File: src/rtl/heat_equation_explicit_1d_unit_macros.svh
// assertion macros for the 1-d explicit heat equation unit
// expects signals named clock and reset in the module that uses them
`ifndef HEAT_EQUATION_EXPLICIT_1D_UNIT_MACROS_SVH
`define HEAT_EQUATION_EXPLICIT_1D_UNIT_MACROS_SVH

// condition holds in the same cycle
`define HEQ_ASSERT_HOLDS(label, ante, cons, msg) \
   label: assert property (@(posedge clock) disable iff (reset) (ante) |-> (cons)) \
      else $error(msg);

// condition holds in the following cycle
`define HEQ_ASSERT_NEXT(label, ante, cons, msg) \
   label: assert property (@(posedge clock) disable iff (reset) (ante) |=> (cons)) \
      else $error(msg);

`endif

File: src/rtl/heq_pkg.sv
// shared types and constants for the 1-d explicit heat equation unit
// no dependencies
`timescale 1ns / 1ps

package heq_pkg;

   localparam int GRID_POINTS = 256;
   // ring holds the grid plus two spare cells so stencil write-back ends inside a pass
   localparam int RING_CELLS  = GRID_POINTS + 2;
   localparam int PTR_W       = $clog2(RING_CELLS);
   localparam int COUNT_W     = $clog2(GRID_POINTS + 1);
   localparam int RDPTR_W     = $clog2(GRID_POINTS);

   localparam int DATA_W      = 32;
   localparam int RATIO_W     = 16;
   localparam int STEPS_W     = 16;
   localparam int CSR_DATA_W  = 16;
   localparam int CSR_INDEX_W = 1;
   localparam int FRAC_W      = 16;
   localparam int LAP_W       = DATA_W + 3;
   localparam int PROD_W      = LAP_W + RATIO_W + 1;
   localparam int SHIFT_W     = PROD_W - FRAC_W;

   // fixed cells hit by the stencil write-back, as the center's result leaves prod_ff
   localparam int WB_MID_CELL    = RING_CELLS - 3;
   localparam int WB_BEFORE_CELL = RING_CELLS - 4;
   localparam int WB_AFTER_CELL  = RING_CELLS - 2;

   localparam logic [RATIO_W-1:0] RATIO_RESET = 16'd6554;
   localparam logic [STEPS_W-1:0] STEPS_RESET = 16'd2000;

   localparam logic OP_LOAD = 1'b0;
   localparam logic OP_READ = 1'b1;

   localparam logic [CSR_INDEX_W-1:0] CSR_DIFFUSION_RATIO = 1'd0;
   localparam logic [CSR_INDEX_W-1:0] CSR_STEP_COUNT      = 1'd1;

   typedef logic signed [DATA_W-1:0] data_type;

   localparam data_type DATA_MAX = 32'sh7fffffff;
   localparam data_type DATA_MIN = 32'sh80000000;
   localparam logic signed [PROD_W-1:0] ROUND_HALF = PROD_W'(1) << (FRAC_W - 1);

   typedef enum logic [1:0] {
      ST_IDLE,
      ST_SEEK,
      ST_STEP
   } state_type;

   typedef enum logic [2:0] {
      ACT_NONE,
      ACT_ZERO,
      ACT_READ,
      ACT_LOAD,
      ACT_FINAL,
      ACT_RUN
   } act_type;

   typedef struct packed {
      logic valid;
      logic first_int;
      logic last_int;
   } stencil_ctl_type;

   typedef struct packed {
      logic wr_mid;
      logic wr_before;
      logic wr_after;
   } stencil_wb_type;

endpackage

File: src/rtl/heq_stencil.sv
// three-point ftcs stencil pipeline: laplacian, multiply by sigma, round and saturate
// depends on heq_pkg
`timescale 1ns / 1ps

module heq_stencil (
   input  logic                         clock,
   input  logic                         reset,
   input  logic [heq_pkg::RATIO_W-1:0]  ratio,
   input  heq_pkg::stencil_ctl_type     ctl,
   input  heq_pkg::data_type            left_value,
   input  heq_pkg::data_type            mid_value,
   input  heq_pkg::data_type            right_value,
   output heq_pkg::stencil_wb_type      wb,
   output heq_pkg::data_type            result
);
   import heq_pkg::*;

   stencil_ctl_type          ctl1_ff, ctl1_in;
   stencil_ctl_type          ctl2_ff, ctl2_in;
   logic signed [LAP_W-1:0]  lap_ff, lap_in;
   data_type                 mid1_ff, mid1_in;
   logic signed [PROD_W-1:0] prod_ff, prod_in;
   data_type                 mid2_ff, mid2_in;
   logic signed [RATIO_W:0]  ratio_s;
   logic signed [PROD_W-1:0] sum;
   logic signed [SHIFT_W-1:0] shifted;

   // stage 1: left + right - 2*mid
   always_comb begin
      lap_in = {{3{left_value[DATA_W-1]}}, left_value}
             + {{3{right_value[DATA_W-1]}}, right_value}
             - {{2{mid_value[DATA_W-1]}}, mid_value, 1'b0};
      mid1_in = mid_value;
      ctl1_in = ctl;
   end

   // stage 2: sigma * lap
   always_comb begin
      ratio_s = {1'b0, ratio};
      prod_in = ratio_s * lap_ff;
      mid2_in = mid1_ff;
      ctl2_in = ctl1_ff;
   end

   // mid + floor((prod + half) / 2^16) folded into one add
   always_comb begin
      sum     = prod_ff + {{4{mid2_ff[DATA_W-1]}}, mid2_ff, {FRAC_W{1'b0}}} + ROUND_HALF;
      shifted = sum[PROD_W-1:FRAC_W];
      if ((&shifted[SHIFT_W-1:DATA_W-1]) || !(|shifted[SHIFT_W-1:DATA_W-1])) begin
         result = shifted[DATA_W-1:0];
      end else if (shifted[SHIFT_W-1]) begin
         result = DATA_MIN;
      end else begin
         result = DATA_MAX;
      end
      wb.wr_mid    = ctl2_ff.valid;
      wb.wr_before = ctl2_ff.valid && ctl2_ff.first_int;
      wb.wr_after  = ctl2_ff.valid && ctl2_ff.last_int;
   end

   always_ff @(posedge clock) begin
      if (reset) begin
         ctl1_ff <= '0;
         ctl2_ff <= '0;
      end else begin
         ctl1_ff <= ctl1_in;
         ctl2_ff <= ctl2_in;
      end
   end

   always_ff @(posedge clock) begin
      lap_ff  <= lap_in;
      mid1_ff <= mid1_in;
      prod_ff <= prod_in;
      mid2_ff <= mid2_in;
   end

endmodule

File: config.mk
export PLATFORM = sky130hd
export DESIGN_NAME = heq_stencil
export DESIGN_NICKNAME = d
export VERILOG_FILES = /design/src/rtl/heat_equation_explicit_1d_unit_macros.svh /design/src/rtl/heq_pkg.sv /design/src/rtl/heq_stencil.sv
export SDC_FILE = /design/constraint.sdc
export NUM_CORES = 2
export LEC_CHECK = 0
export ABC_AREA = 1
export BUFFER_PORTS_ARGS = -buffer_cell sky130_fd_sc_hd__buf_2
export CAP_MARGIN = 30
export CELL_PAD_IN_SITES_DETAIL_PLACEMENT = 1
export CELL_PAD_IN_SITES_GLOBAL_PLACEMENT = 2
export CORE_MARGIN = 1
export CORE_UTILIZATION = 38
export DETAILED_ROUTE_END_ITERATION = 6
export HOLD_SLACK_MARGIN = 0.1
export PLACE_DENSITY = 0.8
export SLEW_MARGIN = 40
export SYNTH_ARGS = -nofsm -noshare
export SYNTH_HDL_FRONTEND = slang
export SYNTH_SLANG_ARGS = --single-unit
File: constraint.sdc
create_clock -name clock -period 7.45 [get_ports clock]
set_input_delay 1.49 -clock clock [delete_from_list [all_inputs] [get_ports clock]]
set_output_delay 1.49 -clock clock [all_outputs]
set_load 0.02 [all_outputs]
==> summary.md <==
| Metric | Value |
|---|---|
| Antenna violations before repair | 0 |
| Share of layout cells above drive strength 1 | 8.038% |
| Worst-path maximum fanout | 27 |
| Synth async-reset ratio | 0% |
| # port buffers | 151 |
| Worst-margin pin slew | around 870 ps |
| Count of hold-fix buffers inserted at cts | 0 |
| Final antenna-violating net count | 0 |
| Post-Syn Area per Cell | between 7 and 8 um2 |
| Final WL | 89.23 mm |
| GR Util All Layers | around a quarter |
| Dominant cells by area after synthesis | fa_1, inv_1, nand2_1, dfxtp_1, ha_1 |
| Post-synthesis cell count | 3751 |
| Worst reg2reg setup slack | around 1100 ps |
| Site row count | 99 |
| Clk sinks | 140 |
| Vias | 22.98k |
| Number of enable flip-flop cells after synthesis | 0 |
| Post-CTS Setup Bufs | 0 |
| Mapped Area | approximately 28000 um2 |
| Fmax | between 100 and 150 MHz |
| H-tree levels | 4 |
| DP Worst Slack | -80.11 ps |
| Starting Density | roughly 39% |
| Layout area overhead | 10.06% |
| Hold path cells | 0 |
| Hold slack | about 330 ps |
| Vias in the first global route | approximately 25k |
| Max-cap violations | 0 |
| Tmin final | about 7000 ps |
| Register area share after synthesis | 9.934% |
| Worst Setup Path Type | primary input to flip-flop |
| Distinct cells, synth | ~40 |
| Die Span X | 274.5 um |
| Worst-path clk slew | roughly 70 ps |
| Drt wl/cell | roughly 18 um |
| Drt pass-1 iters | 7 |
| Area share of the largest cell type after synthesis | 38.89% |
| Critical Path RT | approximately 7800 ps |
| Syn. warnings | 0 |
| Startpoint Class | primary input |
| Violated checks | DRC |
| Final HPWL DP | around 78 mm |
| Most frequent cell after synthesis | inv_1 |
| Die H | 274.5 um |
| Die ar. | 75340 um2 |
| Grt total ovfl | 0 |
| Synth Flop Type | dfxtp_1 |
| CTS tree | yes |
| CTS Buffer Depth | 2 |
| Post-synthesis net count | roughly 4.6k |
| GP Congestion | 0.8938 |
| R2R cell count | 22 |
| Final setup violation count | 0 |
| 1st-iter DRT viols | 1026 |
| Max-slew violation count | 0 |
| Pin count of the biggest net entering global routing | 35 |
| DRC | 10 |
| Worst hold path class | flip-flop to flip-flop |
| Outcome | complete, but fails checks |
| Post-route setup slack | 403.5 ps |
| Vias per cell | 4.734 |
| Fin Clk Skew | between 10 and 15 ps |
| Inserted Clock Buffers | 17 |
| First-pass GRT wire length | approximately 140 mm |
| Core area | roughly 73000 um2 |
| Clk_lat worst skew | 450 ps |
| Design Area, Final | about 31000 um2 |
| #FFs+latches synth | 140 |
| CP endpoint kind | flip-flop |
| RSZ-0062 raised after global routing | false |
| Final hold vios | 0 |
| Top Ports | 152 |
| Period utilization | between 90% and 100% |
| Rel. slew slack | between 40% and 50% |
| CTS root buf | clkbuf_16 |
| Post-DP Area | 30520 um2 |
| CTS resizes | 0 |
| # nets final | between 4k and 5k |
| WP data arrival | between 7000 and 8000 ps |
| Synth area leader | fa_1 |
| Commonest cells post-synth | inv_1, nand2_1, fa_1 |
-- metal layers --
layer / up-vias / routed length (um) / track usage, %
li1: 10970 / - / -
met1: 11590 / 40400 / 32.83
met2: 331 / 44240 / 43.05
met3: 95 / 2848 / 2.627
met4: 0 / 1748 / 5.175
met5: - / 0 / 0
-- path summary, 6_finish.rpt --
path,end,start
hold reg to reg,mid2_ff[17],mid1_ff[17]
setup / recovery,prod_ff[45],ratio[4]
setup reg to reg,prod_ff[19],lap_ff[5]
hold / removal,mid2_ff[17],mid1_ff[17]
-- layout make-up --
| type | instances | area [um2] |
|---|---|---|
| fill | 9226 | 42160 |
| multi-input combinational | 2374 | 20720 |
| inverter | 1099 | 4125 |
| sequential | 140 | 2814 |
| timing repair buffer | 250 | 1662 |
| tap | 959 | 1200 |
| clock buffer | 18 | 429.2 |
| clock inverter | 13 | 95.09 |
| antenna | 1 | 2.502 |
-- kinds of logic (layout without fill, tap and decap cells) --
family / Yosys count / after routing / share of synthesized area [%]
fa+ha+maj: 735 / 735 / 47.18
flops: 140 / 140 / 9.934
xor+xnor: 95 / 95 / 2.949
compound gates: 274 / 274 / 5.562
other cells: 0 / 1 / 0
buf+inv: 1237 / 1380 / 16.63
simple gates: 1270 / 1270 / 17.74
-- registers in the layout (all words and copies together), names as in the netlist --
| name | count |
|---|---|
| mid2_ff | 32 |
| prod_ff | 36 |
| ctl1_ff | 3 |
| ctl2_ff | 2 |
| wb | 1 |
| lap_ff | 34 |
| mid1_ff | 32 |
-- layout by cell type, fill, tap and decap left out, types with 24 or more instances in the layout --
cell and instances:
xor2_1 65, o21ai_0 62, nor2_1 160, nand2_1 987, buf_4 86, nand3_1 58, fa_1 548, buf_2 151
ha_1 187, a21o_1 24, inv_1 1097, xnor2_1 30, a21oi_1 125, dfxtp_1 131
-- metrics by stage --
step                instances  TNS (ps)  utilization [%]
global placement         4822    -59.68            41.67
detailed placement       4822    -80.11            41.69
finish                   4854         0            42.42
floorplan                3751         0                -
global route             4853         0            42.41
CTS                      4853         0            42.41
-- worst max-delay path: stages --
cell	delay [ps]
buf_2	520
nand2_1	100
inv_1	100
fa_1	480
fa_1	880
fa_1	530
fa_1	510
fa_1	490
inv_1	50
fa_1	470
inv_1	40
ha_1	370
nand2_1	120
nor2_1	100
inv_1	80
nor2_1	260
nand2_1	80
o211ai_1	390
xor2_1	280
Power is left out: the tool's default activity adds up to more than one toggle a clock period on the data nets, which glitch-free logic cannot reach.
