[config.mk]
export PLATFORM = sky130hd
export DESIGN_NAME = heq_cell
export DESIGN_NICKNAME = d
export VERILOG_FILES = /design/src/rtl/heat_equation_explicit_1d_unit_macros.svh /design/src/rtl/heq_pkg.sv /design/src/rtl/heq_cell.sv
export SDC_FILE = /design/constraint.sdc
export NUM_CORES = 1
export LEC_CHECK = 0
export CAP_MARGIN = 20
export CORE_UTILIZATION = 55
export DETAILED_ROUTE_END_ITERATION = 6
export DONT_BUFFER_PORTS = 1
export GPL_TIMING_DRIVEN = 0
export PLACE_DENSITY_LB_ADDON = 0.25
export SYNTH_ARGS = -nofsm -noshare
export SYNTH_HDL_FRONTEND = slang
export SYNTH_SLANG_ARGS = --single-unit
[constraint.sdc]
create_clock -name clock -period 1.2 [get_ports clock]
set_input_delay 0.06 -clock clock [delete_from_list [all_inputs] [get_ports clock]]
set_output_delay 0.06 -clock clock [all_outputs]
set_load 0.05 [all_outputs]
[src/rtl/heat_equation_explicit_1d_unit_macros.svh]
// assertion macros for the 1-d explicit heat equation unit
// expects signals named clock and reset in the module that uses them
`ifndef HEAT_EQUATION_EXPLICIT_1D_UNIT_MACROS_SVH
`define HEAT_EQUATION_EXPLICIT_1D_UNIT_MACROS_SVH

// condition holds in the same cycle
`define HEQ_ASSERT_HOLDS(label, ante, cons, msg) \
   label: assert property (@(posedge clock) disable iff (reset) (ante) |-> (cons)) \
      else $error(msg);

// condition holds in the following cycle
`define HEQ_ASSERT_NEXT(label, ante, cons, msg) \
   label: assert property (@(posedge clock) disable iff (reset) (ante) |=> (cons)) \
      else $error(msg);

`endif

[src/rtl/heq_pkg.sv]
// shared types and constants for the 1-d explicit heat equation unit
// no dependencies
`timescale 1ns / 1ps

package heq_pkg;

   localparam int GRID_POINTS = 256;
   // ring holds the grid plus two spare cells so stencil write-back ends inside a pass
   localparam int RING_CELLS  = GRID_POINTS + 2;
   localparam int PTR_W       = $clog2(RING_CELLS);
   localparam int COUNT_W     = $clog2(GRID_POINTS + 1);
   localparam int RDPTR_W     = $clog2(GRID_POINTS);

   localparam int DATA_W      = 32;
   localparam int RATIO_W     = 16;
   localparam int STEPS_W     = 16;
   localparam int CSR_DATA_W  = 16;
   localparam int CSR_INDEX_W = 1;
   localparam int FRAC_W      = 16;
   localparam int LAP_W       = DATA_W + 3;
   localparam int PROD_W      = LAP_W + RATIO_W + 1;
   localparam int SHIFT_W     = PROD_W - FRAC_W;

   // fixed cells hit by the stencil write-back, as the center's result leaves prod_ff
   localparam int WB_MID_CELL    = RING_CELLS - 3;
   localparam int WB_BEFORE_CELL = RING_CELLS - 4;
   localparam int WB_AFTER_CELL  = RING_CELLS - 2;

   localparam logic [RATIO_W-1:0] RATIO_RESET = 16'd6554;
   localparam logic [STEPS_W-1:0] STEPS_RESET = 16'd2000;

   localparam logic OP_LOAD = 1'b0;
   localparam logic OP_READ = 1'b1;

   localparam logic [CSR_INDEX_W-1:0] CSR_DIFFUSION_RATIO = 1'd0;
   localparam logic [CSR_INDEX_W-1:0] CSR_STEP_COUNT      = 1'd1;

   typedef logic signed [DATA_W-1:0] data_type;

   localparam data_type DATA_MAX = 32'sh7fffffff;
   localparam data_type DATA_MIN = 32'sh80000000;
   localparam logic signed [PROD_W-1:0] ROUND_HALF = PROD_W'(1) << (FRAC_W - 1);

   typedef enum logic [1:0] {
      ST_IDLE,
      ST_SEEK,
      ST_STEP
   } state_type;

   typedef enum logic [2:0] {
      ACT_NONE,
      ACT_ZERO,
      ACT_READ,
      ACT_LOAD,
      ACT_FINAL,
      ACT_RUN
   } act_type;

   typedef struct packed {
      logic valid;
      logic first_int;
      logic last_int;
   } stencil_ctl_type;

   typedef struct packed {
      logic wr_mid;
      logic wr_before;
      logic wr_after;
   } stencil_wb_type;

endpackage

[src/rtl/heq_cell.sv]
// one storage cell of the grid ring: shifts toward cell 0, or takes an override word
// depends on heq_pkg
`timescale 1ns / 1ps

module heq_cell (
   input  logic             clock,
   input  logic             shift_en,
   input  heq_pkg::data_type neighbor_value,
   input  logic             alt_sel,
   input  heq_pkg::data_type alt_value,
   output heq_pkg::data_type value
);
   import heq_pkg::*;

   data_type value_ff;
   data_type value_in;

   always_comb begin
      value_in = alt_sel ? alt_value : neighbor_value;
   end

   always_ff @(posedge clock) begin
      if (shift_en) begin
         value_ff <= value_in;
      end
   end

   assign value = value_ff;

endmodule

==> results.py, run 1 <==
metrics = {
    "placed_design": {
        "place_congestion": 0.583,
        "dp_hpwl_mm": 1.56,
        "port_buffers": 0,
    },
    "timing": {
        "period_needed_ns": 1.05,
        "final-setup-viol-count": 0,
        "period_share": 0.875,
        "finalSetupTns_ns": 0,
        "tightest_slew_ns": 0.491,
        "hold_viol_final": 32,
        "fmax_mhz": 953,
        "slew_headroom": 0.673,
        "hold_slack_ns": -0.160,
        "rsz0062_at_grt": "no",
        "maxSlewViolCount": 0,
    },
    "clocking": {
        "cts_resized": 0,
        "cts_tree": "done",
        "cts_root_buf": "clkbuf_4",
        "clock-sinks": 32,
        "cts_setup_buffers": 0,
        "htreeDepth": 2,
        "cts.clk_slew.worst_paths_ns": 0.10,
        "cts-buffers-inserted": 5,
        "clockBufferDepth": 2,
        "ctsHoldBuffers": 64,
    },
    "grt": {
        "grt-ovfl-total": 0,
        "grt_max_degree": 33,
        "grt_usage": 0.250,
        "grt_pass1_wl_mm": 4.80,
        "antenna_found_initial": 0,
        "first_global_vias": 980,
    },
    "synth": {
        "synthAdderAreaFrac": 0,
        "synth_cells": 68,
        "synthTopCellsByArea": "edfxtp_1, mux2_4, buf_12, mux2_2, buf_6",
        "yosys_warnings": 0,
        "synth_top_area_frac": 0.638,
        "synth_xor_area_frac": 0,
        "synth-simple-area-share": 0,
        "synth_top_family_by_area": "multiplexers",
        "synth.area.mux_share": 0.314,
        "synth.distinct_cells": 5,
        "yosysTopAreaCell": "edfxtp_1",
        "synth_compound_area_frac": 0,
        "syn_avg_cell_area_sq_um": 22.1,
        "synth_seq_area_share": 0.638,
        "syn_nets": 135,
        "synth.cell_area_sq_um": 1510,
        "synth_seq_cells": 32,
    },
    "setup_path": {
        "arrival_ns": 0.99,
        "endpoint_kind": "output pin",
        "startpoint_type": "register",
        "critPathMaxFanout": 1,
        "worstPathRequired_ns": 1.14,
        "crit_type": "reg -> out",
    },
    "power_and_ir_drop": {
        "clkPwrFrac": 0.209,
        "ir_drop_mv": 0.942,
        "powerDensity_nw_per_um2": 1210,
        "p_comb_frac": 0.141,
        "cellInternalPower_mw": 1.87,
        "p_sw_frac": 0.309,
        "p_seq_frac": 0.650,
        "switchingPower_mw": 0.835,
        "leakage_nw": 0.896,
    },
    "finish": {
        "multi_input_area_sq_um": 473,
        "seq_area_sq_um": 961,
        "drive_gt1_frac": 0.293,
        "insertedDiodeCount": 0,
        "nets": 206,
        "fillers": 107,
        "largest_register_ff_count": 32,
        "final_util": 0.885,
        "area_growth_syn_to_layout_pct": 48.3,
    },
    "hold_path": {
        "hp-class": "in -> reg",
        "hold-path-endpoint": "value[5]$_DFFE_PP_",
        "min_path_cells": 0,
        "min_from": "shift_en",
    },
    "route": {
        "drtPass1Iterations": 5,
        "drt_wl_total_mm": 3.52,
        "vias": 886,
        "routedWlPerCell_microns": 20.7,
        "drt-initial-drc-count": 18,
        "ant_nets": 0,
        "routed_via_density": 5.21,
        "drc": 0,
    },
    "floorplan": {
        "dieArea_sq_um": 2950,
        "die_w_microns": 54.3,
        "fp.coreArea_sq_um": 2520,
        "placementRows": 18,
        "die_h_microns": 54.3,
        "start_util": 0.597,
        "ios": 99,
    },
    "run_status": {
        "outcome": "finished with violations",
        "violations": "hold timing",
    },
    "run": {
        "cap_violations": 0,
    },
}
cell usage in the layout (no fill, tap or decap):
| cell | count |
|---|---|
| mux2_4 | 30 |
| clkbuf_1 | 2 |
| mux2_2 | 2 |
| clkinv_1 | 1 |
| dlygate4sd3_1 | 64 |
| buf_12 | 3 |
| buf_6 | 1 |
| edfxtp_1 | 32 |
| clkbuf_4 | 5 |
power by group through the flow:
stage	sequential [mW]	combinational, mW	clock, mW
final	1.76	0.382	0.566
after global routing	1.77	0.398	0.632
after CTS	1.76	0.366	0.568
after detailed placement	1.78	0.200	0
after global placement	1.78	0.194	0
after floorplan	1.77	0.184	0
worst max-delay path by stage:
| stage | start | endpoint | slack (ns) | depth (start not counted) |
|---|---|---|---|---|
| final | value[7]$_DFFE_PP_ | value[7] | 0.15 | 0 |
| after global routing | value[22]$_DFFE_PP_ | value[22] | 0.12 | 0 |
| after CTS | value[21]$_DFFE_PP_ | value[21] | 0.14 | 0 |
| after detailed placement | alt_sel | value[11]$_DFFE_PP_ | 0.30 | 3 |
| after global placement | alt_sel | value[31]$_DFFE_PP_ | 0.31 | 3 |
| after floorplan | alt_sel | value[0]$_DFFE_PP_ | 0.34 | 3 |
logic make-up after synthesis:
| family | Yosys count |
|---|---|
| DFF | 32 |
| muxes | 32 |
| buffers and inverters | 4 |
cell type report:
type,count,share of cell area
Timing Repair Buffer,64,0.287
Tap cell,30,0.0168
Sequential cell,32,0.430
Clock buffer,7,0.0202
Clock inverter,1,0.00168
Multi-Input combinational cell,32,0.212
Buffer,4,0.0320
cells in the mapped netlist, drive strengths merged:
cell type	number
buf	4
edfxtp	32
mux2	32
through the flow:
stage | total power, mW | cells | cell area, sq um | setup WS (ns)
3_5_place_dp | 1.98 | 98 | 1540 | 0.299
6_report | 2.71 | 170 | 2230 | 0.150
3_3_place_gp | 1.97 | 98 | 1540 | 0.308
2_1_floorplan | 1.95 | 68 | 1510 | 0.338
4_1_cts | 2.69 | 170 | 2230 | 0.145
5_1_grt | 2.80 | 170 | 2230 | 0.120
per-layer routing:
metal,up-vias,global-route usage,wire length (microns)
met3,4,0.0944,263
met1,419,0.231,1190
met5,-,0,0
li1,407,-,-
met2,56,0.492,2040
met4,0,0.0769,28
Power figures use the tool's default switching activity.
==> inputs of run 2 (changes only) <==
--- a/config.mk
+++ b/config.mk
@@ -6,7 +6,7 @@
 export NUM_CORES = 1
 export LEC_CHECK = 0
 export CAP_MARGIN = 20
-export CORE_UTILIZATION = 55
+export CORE_UTILIZATION = 35
 export DETAILED_ROUTE_END_ITERATION = 6
 export DONT_BUFFER_PORTS = 1
 export GPL_TIMING_DRIVEN = 0
==> run 2 against run 1 <==
The flow still finishes with violations (hold timing). Wire length shrank 9.7%. First-iteration DRC count rose to 2.6 times the previous value. Setup slack gained 0.066 ns. Clock power up 25%. Maximum frequency increased by 6.7%. Via count shrank 5.5%. Global-route usage is 12 points lower. Total power up 4.3%. Sequential cell count unchanged. Final cell count increased by 5.3%.
==> results.py, run 2 (synthesis gave the netlist of run 1 again) <==
metrics = {
    "hold_path": {
        "min_from": "shift_en",
        "hp-class": "in -> reg",
    },
    "floorplan": {
        "placementRows": 23,
        "fp.coreArea_sq_um": 4060,
        "die_w_microns": 67.6,
        "ios": 99,
        "start_util": 0.371,
        "dieArea_sq_um": 4570,
        "die_h_microns": 67.6,
    },
    "finish": {
        "area_growth_syn_to_layout_pct": 46.0,
        "fin_area_sq_um": 2200,
        "drive_gt1_frac": 0.318,
        "final_util": 0.541,
        "fin_cells": 179,
        "final_common_cell": "dlygate4sd3_1",
        "insertedDiodeCount": 0,
        "final_cell_mix": "dlygate4sd3_1, edfxtp_1, mux2_4, clkbuf_8, buf_12",
        "nets": 198,
        "fillers": 317,
        "largest_register_ff_count": 32,
    },
    "setup_path": {
        "critPathMaxFanout": 1,
        "worstPathRequired_ns": 1.14,
        "startpoint": "value[26]$_DFFE_PP_",
        "startpoint_type": "register",
        "crit_type": "reg -> out",
        "endpoint_kind": "output pin",
        "arrival_ns": 0.92,
    },
    "clocking": {
        "cts_tree": "done",
        "cts_setup_buffers": 0,
        "htreeDepth": 2,
        "cts_root_buf": "clkbuf_8",
        "clockBufferDepth": 2,
        "cts.clk_slew.worst_paths_ns": 0.06,
        "cts_resized": 0,
        "cts-buffers-inserted": 5,
        "clock-sinks": 32,
    },
    "placed_design": {
        "place_area_sq_um": 1570,
        "placed_cells": 118,
        "place_congestion": 0.598,
        "dp_hpwl_mm": 1.74,
        "port_buffers": 0,
        "dp_slack_ns": 0.291,
    },
    "power_and_ir_drop": {
        "p_seq_frac": 0.623,
        "p_comb_frac": 0.125,
        "powerDensity_nw_per_um2": 1280,
        "ir_drop_mv": 0.642,
        "cellInternalPower_mw": 2.00,
        "p_sw_frac": 0.290,
        "leakage_nw": 0.871,
        "switchingPower_mw": 0.819,
        "clkPwrFrac": 0.252,
        "total_power_mw": 2.82,
    },
    "route": {
        "drt-initial-drc-count": 47,
        "ant_nets": 0,
        "routedWlPerCell_microns": 17.7,
        "drtPass1Iterations": 4,
        "vias": 837,
        "drc": 0,
        "drt_wl_total_mm": 3.18,
        "routed_via_density": 4.68,
    },
    "timing": {
        "period_needed_ns": 0.984,
        "finalSetupTns_ns": 0,
        "fin_ws_ns": 0.216,
        "fmax_mhz": 1020,
        "period_share": 0.820,
        "hold_slack_ns": -0.104,
        "hold_viol_final": 32,
        "tightest_slew_ns": 0.487,
        "final-setup-viol-count": 0,
        "maxSlewViolCount": 0,
        "rsz0062_at_grt": "no",
        "slew_headroom": 0.676,
    },
    "run": {
        "cap_violations": 0,
    },
    "run_status": {
        "outcome": "finished with violations",
        "violations": "hold timing",
    },
    "grt": {
        "grt-ovfl-total": 0,
        "grt_max_degree": 33,
        "first_global_vias": 829,
        "grt_usage": 0.127,
        "grt_pass1_wl_mm": 3.88,
        "antenna_found_initial": 0,
    },
}
-- run 2: power groups by stage --
stage | registers (mW) | clock network [mW] | logic, mW
2_1_floorplan | 1.77 | 0 | 0.184
3_3_place_gp | 1.78 | 0 | 0.197
3_5_place_dp | 1.78 | 0 | 0.203
4_1_cts | 1.76 | 0.731 | 0.310
5_1_grt | 1.77 | 0.780 | 0.374
6_report | 1.76 | 0.710 | 0.353
-- run 2: what timing repair did --
item / in CTS / in global routing
endpoints found under the hold margin: 53 / 40
setup endpoints to repair: 0 / 0
hold buffers: 41 / 15
-- run 2: worst paths after layout --
check | end | slack (ns) | depth (start not counted)
hold / removal | value[20]$_DFFE_PP_ | -0.10 | 0
setup / recovery | value[26] | 0.22 | 0
-- run 2: layout make-up --
| cell class | instances | area, sq um | area share |
|---|---|---|---|
| Buffer | 4 | 71.3 | 0.0325 |
| Clock buffer | 5 | 68.8 | 0.0313 |
| Multi-Input combinational cell | 32 | 473 | 0.215 |
| Sequential cell | 32 | 961 | 0.437 |
| Tap cell | 50 | 62.6 | 0.0285 |
| Timing Repair Buffer | 56 | 561 | 0.255 |
-- run 2: metal layers --
metal / GRT usage / part of all wire
met1: 0.105 / 0.31
met2: 0.238 / 0.59
met3: 0.0676 / 0.074
met4: 0.0638 / 0.020
met5: 0 / 0
==> inputs of run 3 (changes only) <==
==> constraint.sdc (replaced) <==
create_clock -name clock -period 1 [get_ports clock]
set_input_delay 0.05 -clock clock [delete_from_list [all_inputs] [get_ports clock]]
set_output_delay 0.05 -clock clock [all_outputs]
set_load 0.05 [all_outputs]
==> run 3 against run 2 <==
The run still ends with hold timing left. Clock power is 19% higher. Design area is 3.6% higher. Via count is 6.0% higher. Setup slack worse by 0.18 ns. Combinational power is 27% higher. Sequential cell count stayed put. Die area stayed put. Highest routed layer unchanged.
==> results.py, run 3 (synthesis gave the netlist of run 1 again) <==
metrics = {
    "run_status": {
        "outcome": "finished with violations",
        "violations": "hold timing",
    },
    "grt": {
        "grt_usage": 0.146,
        "grt-ovfl-total": 0,
        "grt_pass1_wl_mm": 4.54,
        "first_global_vias": 962,
        "grt_max_degree": 33,
        "antenna_found_initial": 0,
    },
    "finish": {
        "final_common_cell": "dlygate4sd3_1",
        "drive_gt1_frac": 0.299,
        "nets": 206,
        "area_growth_syn_to_layout_pct": 51.3,
        "largest_register_ff_count": 32,
        "final_cell_mix": "dlygate4sd3_1, edfxtp_1, mux2_4, clkbuf_8, buf_12",
        "insertedDiodeCount": 0,
        "fillers": 316,
        "fin_area_sq_um": 2280,
    },
    "timing": {
        "final-setup-viol-count": 0,
        "maxSlewViolCount": 0,
        "fmax_mhz": 1030,
        "tightest_slew_ns": 0.486,
        "hold_viol_final": 32,
        "rsz0062_at_grt": "no",
        "hold_slack_ns": -0.112,
        "slew_headroom": 0.676,
        "finalSetupTns_ns": 0,
        "period_share": 0.967,
        "period_needed_ns": 0.967,
    },
    "placed_design": {
        "place_congestion": 0.598,
        "place_area_sq_um": 1570,
        "dp_hpwl_mm": 1.74,
        "port_buffers": 0,
    },
    "floorplan": {
        "start_util": 0.371,
        "die_h_microns": 67.6,
        "dieArea_sq_um": 4570,
        "ios": 99,
        "placementRows": 23,
        "die_w_microns": 67.6,
        "fp.coreArea_sq_um": 4060,
    },
    "route": {
        "drt-initial-drc-count": 52,
        "vias": 887,
        "drtPass1Iterations": 3,
        "ant_nets": 0,
        "drc": 0,
        "drt_wl_total_mm": 3.26,
        "routedWlPerCell_microns": 17.4,
        "routed_via_density": 4.74,
    },
    "run": {
        "cap_violations": 0,
    },
    "clocking": {
        "clockBufferDepth": 2,
        "cts_setup_buffers": 0,
        "cts.clk_slew.worst_paths_ns": 0.06,
        "htreeDepth": 2,
        "clock-sinks": 32,
        "cts-buffers-inserted": 5,
        "cts_root_buf": "clkbuf_8",
        "cts_tree": "done",
    },
    "setup_path": {
        "endpoint_kind": "output pin",
        "critPathMaxFanout": 1,
        "crit_type": "reg -> out",
        "startpoint": "value[23]$_DFFE_PP_",
        "arrival_ns": 0.92,
        "startpoint_type": "register",
        "worstPathRequired_ns": 0.95,
    },
    "hold_path": {
        "hp-class": "in -> reg",
        "min_from": "shift_en",
    },
    "power_and_ir_drop": {
        "powerDensity_nw_per_um2": 1500,
        "leakage_nw": 0.905,
        "ir_drop_mv": 0.773,
    },
}
## run 3: changes by cell type in the layout (fill, tap and decap cells not counted), sizes merged
cell	change
dlygate4sd3	+8
## run 3: power breakdown
group	switching, mW	internal, mW
logic	0.109	0.340
clock network	0.400	0.447
registers	0.472	1.64
## run 3: layout make-up
type,instances,area (sq um),share of cell area
flip-flops and latches,32,961,0.422
well taps,50,62.6,0.0275
clock buffers,5,68.8,0.0302
repair buffers,64,641,0.281
plain buffers,4,71.3,0.0313
multi-input cells,32,473,0.208
## run 3: through the flow
| stage | hold slack (ns) | power [mW] | instances | setup WS (ns) | utilization |
|---|---|---|---|---|---|
| after floorplan | 0.162 | 2.34 | 68 | 0.148 | - |
| after global placement | 0.164 | 2.37 | 118 | 0.0982 | 0.386 |
| after detailed placement | 0.164 | 2.38 | 118 | 0.101 | 0.386 |
| after CTS | -0.123 | 3.43 | 185 | 0.0202 | 0.556 |
| after global routing | -0.129 | 3.53 | 187 | 0.00340 | 0.561 |
| final | -0.112 | 3.41 | 187 | 0.0334 | 0.561 |
## run 3: final timing paths
path,cells past startpoint,end
setup / recovery,0,value[23]
hold / removal,0,value[20]$_DFFE_PP_
## run 3: what timing repair did
item / 4_1_cts / 5_1_grt
hold buffers: 62 / 2
gates resized for setup: 0 / 0
hold endpoints to repair: 63 / 33
## run 3: metal layers
metal | vias up | wire length [microns] | GRT usage
met3 | 9 | 228 | 0.0659
met1 | 421 | 1050 | 0.126
li1 | 402 | - | -
met2 | 55 | 1910 | 0.276
met4 | 0 | 74 | 0.0718
met5 | - | 0 | 0
